===== config.mk =====
export PLATFORM = sky130hd
export DESIGN_NAME = wrc_ctrl
export DESIGN_NICKNAME = d
export VERILOG_FILES = /design/src/hw/rtl/wrc_pkg.sv /design/src/hw/rtl/wrc_ctrl.sv
export SDC_FILE = /design/constraint.sdc
export NUM_CORES = 1
export LEC_CHECK = 0
export BUFFER_PORTS_ARGS = -buffer_cell sky130_fd_sc_hd__buf_2
export CAP_MARGIN = 25
export CORE_AREA = 2 2 39 41
export CTS_CLUSTER_SIZE = 24
export DETAILED_ROUTE_END_ITERATION = 16
export DIE_AREA = 0 0 41 43
export HOLD_SLACK_MARGIN = 0.08
export SLEW_MARGIN = 20
export SYNTH_ARGS = -nofsm -noshare
export SYNTH_HDL_FRONTEND = slang
export SYNTH_SLANG_ARGS = --single-unit

===== constraint.sdc =====
create_clock -name clk -period 3.74 [get_ports clk]
set_clock_uncertainty 0.05 [all_clocks]
set_input_delay 0.187 -clock clk [delete_from_list [all_inputs] [get_ports clk]]
set_output_delay 0.187 -clock clk [all_outputs]
set_load 0.03 [all_outputs]

===== src/hw/rtl/wrc_pkg.sv =====
// shared types and constants for the weighted result cache
package wrc_pkg;

  localparam int SLOTS  = 32;
  localparam int IDX_W  = 5;
  localparam int CNT_W  = 6;
  localparam int KEY_W  = 32;
  localparam int TOT_W  = 24;
  localparam int COST_W = 16;
  localparam int HND_W  = 16;
  localparam int WGT_W  = 40;
  localparam int THR_W  = 47;
  localparam int FUNC_W = 2;

  localparam logic [CNT_W-1:0] CAP_DEFAULT = 6'd20;
  localparam logic [CNT_W-1:0] CAP_MAX     = 6'd32;

  typedef enum logic [FUNC_W-1:0] {
    FUNC_LOOKUP = 2'd0,
    FUNC_INSERT = 2'd1,
    FUNC_FETCH  = 2'd2,
    FUNC_NONE   = 2'd3
  } func_t;

  // commands from the controller to the datapath
  typedef struct packed {
    logic load;
    logic mul;
    logic init;
    logic scan;
    logic finish;
  } cmd_t;

  // status from the datapath to the controller
  typedef struct packed {
    func_t func;
    logic  full;
    logic  scan_end;
    logic  out_free;
  } sts_t;

endpackage


===== src/hw/rtl/wrc_ctrl.sv =====
// controller state machine for the weighted result cache
module wrc_ctrl
  import wrc_pkg::*;
(
  input  logic clk,
  input  logic rst,
  input  logic in_valid,
  output logic in_stall,
  input  sts_t sts,
  output cmd_t cmd
);

  typedef enum logic [4:0] {
    ST_IDLE = 5'b00001,
    ST_MUL  = 5'b00010,
    ST_INIT = 5'b00100,
    ST_SCAN = 5'b01000,
    ST_DONE = 5'b10000
  } state_t;

  state_t state;
  state_t state_next;

  // state register
  always_ff @(posedge clk) begin
    if (rst) begin
      state <= ST_IDLE;
    end else begin
      state <= state_next;
    end
  end

  // next state
  always_comb begin
    state_next = state;
    case (state)
      ST_IDLE: begin
        if (in_valid) state_next = ST_MUL;
      end
      ST_MUL: begin
        state_next = ST_INIT;
      end
      ST_INIT: begin
        if (sts.func == FUNC_LOOKUP || (sts.func == FUNC_INSERT && sts.full)) begin
          state_next = ST_SCAN;
        end else begin
          state_next = ST_DONE;
        end
      end
      ST_SCAN: begin
        if (sts.scan_end) state_next = ST_DONE;
      end
      ST_DONE: begin
        if (sts.out_free) state_next = ST_IDLE;
      end
      default: begin
        state_next = ST_IDLE;
      end
    endcase
  end

  // command decode
  always_comb begin
    cmd.load   = (state == ST_IDLE) && in_valid;
    cmd.mul    = (state == ST_MUL);
    cmd.init   = (state == ST_INIT);
    cmd.scan   = (state == ST_SCAN);
    cmd.finish = (state == ST_DONE) && sts.out_free;
  end

  assign in_stall = (state != ST_IDLE);

endmodule


Yosys cells after proc, flatten, opt, wreduce, memory -nomap -nowiden
Index checks and enable logic that the tools add are counted.
- input bits: 8
- word-level logic and storage cells: 22
- output and inout port bits: 6
- bits in registers: 5
- muxes and demuxes: 5
- reduce and logical (&&, ||, !) cells: 6
- equality and inequality tests: 10
- operator list (cell ; count):
    5-bit one-hot mux with 5 select lines ; 1
    5-bit two-way mux ; 4
    2-bit != test, second input constant ; 3
    5-bit by 1-bit == test with 1-bit output, second input constant ; 1
    5-bit by 2-bit == test with 1-bit output, second input constant ; 1
    5-bit by 3-bit == test with 1-bit output, second input constant ; 1
    5-bit by 4-bit == test with 1-bit output, second input constant ; 1
    5-bit == test, second input constant ; 1
    5-bit by 1-bit != test with 1-bit output, second input constant ; 1
    1-bit logical AND ; 3
    3-bit AND reduction ; 1
    2-bit by 1-bit == test with 1-bit output, second input constant ; 1
    2-bit zero test ; 1
    1-bit logical OR ; 1

Depth between registers and ports, before layout
- depth after elaboration: 5
- depth in mapped cells: 4

Least setup slack after synthesis
No wires, ideal clock.
- path kind: flip-flop to output port
- start point: reg state[1]
- end point: out cmd[0] in the netlist's numbering
- cell stages (with the launch flop): 3
- required time: 3.503 ns
- path slack: 1.878 ns
- path buffers: 0
- arrival time: 1.625 ns
- cells stage by stage: dfxtp_1 nor2_1 nor4b_1
- RTL lines (what ; line ; text):
    start, declared ; wrc_ctrl.sv:21 ; state_t state;
    start signal, assigned ; wrc_ctrl.sv:29 ; state <= state_next;
    end, declared ; wrc_ctrl.sv:10 ; output cmd_t cmd

==> results_dict.tcl <==
set metrics [dict create \
    antenna_found_initial 0 \
    drtPass1Iterations 4 \
    r2r_slack_ns 1.99 \
    cts_num_sinks 5 \
    synthArstFlopShare_pct 0 \
    syn2layout_area_growth_pct 31.4 \
    grt_first_pass_wirelength_mm 1.46 \
    die_height_um 43 \
    dieWidth_um 41 \
    syn_inst 38 \
    min_to "state[4]$_SDFFE_PP0P_" \
    max_stage_delay_ns 0.57 \
    drc_errors 0 \
    grt_usage_pct 12.7 \
    critPathArrivalTime_ns 1.55 \
    hold_depth 2 \
    io_buffer_count 13 \
    clk_pin_slew_ns 0.04 \
    grt_start_max_net_pins 15 \
    vias_per_cell 5.21 \
    max_cap_viol_count 0 \
    setup.worst_path.start "state[0]$_SDFFE_PP1P_" \
    required_ns 3.50 \
    post-dp-hpwl_um 663 \
    cts-htree-levels 1 \
    top_regs "state x5" \
    io_pins 14 \
    regMostFlops "state" \
    synth_top_area_share_pct 29.2 \
    cts_setup_buffers 0 \
    finalSetupViolCount 0 \
    hp-start "rst" \
    endpoint_kind "primary output" \
    ys_top_cells_by_count "5 x dfxtp_1, 5 x nor2_1, 3 x nor3b_1, 3 x nor4b_1, 2 x o211ai_1" \
    finalSetupTns_ns 0 \
    crit_slowest_cell "or4b_1" \
    relSlewSlack_pct 71.8 \
    syn_area_per_cell_um2 9.02 \
    largest_reg_flops 5 \
    drive_gt1_share_pct 35.2 \
    coreArea_um2 1380 \
    synth_fp_nets 46 \
    power_density_nw_per_um2 754 \
    synth_warnings 0 \
    n_antenna_cell 0 \
    hold_viol 0 \
    die_area_um2 1760 \
    synthTopCellsByArea "dfxtp_1 29%, a2111oi_4 8.0%, nor4b_1 7.7%, nor3b_1 6.6%, nor2_1 5.5%" \
    drtAntennaViolNets 0 \
    synthesis.area_um2 343 \
    finalWirelength_um 889 \
    wl_per_cell_um 12.7 \
    finalNetCount 63 \
    ir_drop_mv 0.404 \
    clockBufferDepth 2 \
    yosysSeqAreaShare_pct 29.2 \
    cp_max_fo 14 \
    first_iter_violations 6 \
    status "finished, final reports clean" \
    gp_congestion 0.714 \
    initial_core_util_pct 24.8 \
    ys.flop_type "dfxtp_1" \
    p_leak_nw 0.181 \
    overflow 0 \
    start_kind "flip-flop" \
    rows 14 \
    cts-resized-gates 0 \
    synth_top_cell_by_area "dfxtp_1" \
    vias 365 \
    rsz0062_at_grt "false" \
    cts_tree "done" \
    hold_buffers 0 \
    grt_pass1_vias 324 \
    min_path_type "in -> reg" \
    synth-seq-cells 5 \
    fin_crit_ns 1.79 \
    crit_type "reg -> out" \
    clk_latency_ns 0.24 \
    ys_types 25 \
    rr_worst_depth 3 \
    fmax_mhz 559 \
    rr_endpoint "state[3]$_SDFFE_PP0P_" \
    root_buffer "clkbuf_4" \
    cts_made_buffers 3 \
    synth-edff-count 0 \
    path_cells "or4b_1 -> nor2_1 -> buf_2" \
    p_total_mw 0.340 \
    r2r-start "state[0]$_SDFFE_PP1P_" \
    slew_viol_final 0 \
    worst_pin_slew_ns 0.423 \
    post-route-period-util_pct 47.9 \
]
## power breakdown
| group | total (mW) | internal [mW] | switching (mW) |
|---|---|---|---|
| Combinational | 0.163 | 0.0689 | 0.0939 |
| Clock | 0.0630 | 0.0404 | 0.0226 |
| Sequential | 0.114 | 0.0703 | 0.0438 |
## layer usage
layer / global-route usage [%] / wire (um)
met5: 0 / 0
met4: 8.00 / 17
met2: 16.6 / 393
met3: 4.71 / 61
met1: 16.8 / 417
## worst max-delay path: cells and delay by family (launching register included)
kind                   cells  cell delay [ns]
buffers and inverters      1             0.20
DFF                        1             0.43
and+or+nand+nor            2             0.67
## metrics by stage
step / worst slack, ns / cell area, um2 / utilization [%] / hold WS [ns] / std cells
after floorplan: 1.88 / 343 / - / 0.213 / 38
after CTS: 1.94 / 450 / 32.5 / 0.120 / 70
after global routing: 1.87 / 450 / 32.5 / 0.137 / 70
final: 1.95 / 450 / 32.5 / 0.121 / 70
after global placement: 2.05 / 424 / 30.7 / 0.369 / 66
after detailed placement: 2.01 / 424 / 30.7 / 0.377 / 66
## placed cells by master (no fill, tap or decap), drive strengths merged, types with 2 or more instances in the layout
cell,n
buf,13
clkbuf,4
dfxtp,5
nor2,5
nor3b,3
nor4b,3
o211ai,2
or3b,2
## cells by family after synthesis
family / after synthesis / share of synthesized area [%]
AO/OA/AOI/OAI: 9 / 25.9
buffers and inverters: 2 / 2.19
XOR/XNOR: 1 / 2.56
AND/OR/NAND/NOR: 21 / 40.1
flip-flops: 5 / 29.2
## layout make-up
type                    instances  area (um2)
clock buffers                   4        26.3
fillers                       155         933
inverters                       1        3.75
multi-input cells              31         235
flip-flops and latches          5         100
well taps                      16        20.0
repair buffers                 13        65.1
## how the worst max path moves through the flow
stage	cells past startpoint	slack [ns]	endpoint
6_report	3	1.95	cmd[2]
5_1_grt	3	1.87	cmd[2]
4_1_cts	3	1.94	cmd[2]
3_5_place_dp	3	2.01	state[2]$_SDFFE_PP0P_
3_3_place_gp	3	2.05	state[3]$_SDFFE_PP0P_
2_1_floorplan	2	1.88	cmd[0]
Note: power is estimated with default switching activity, not from simulation.
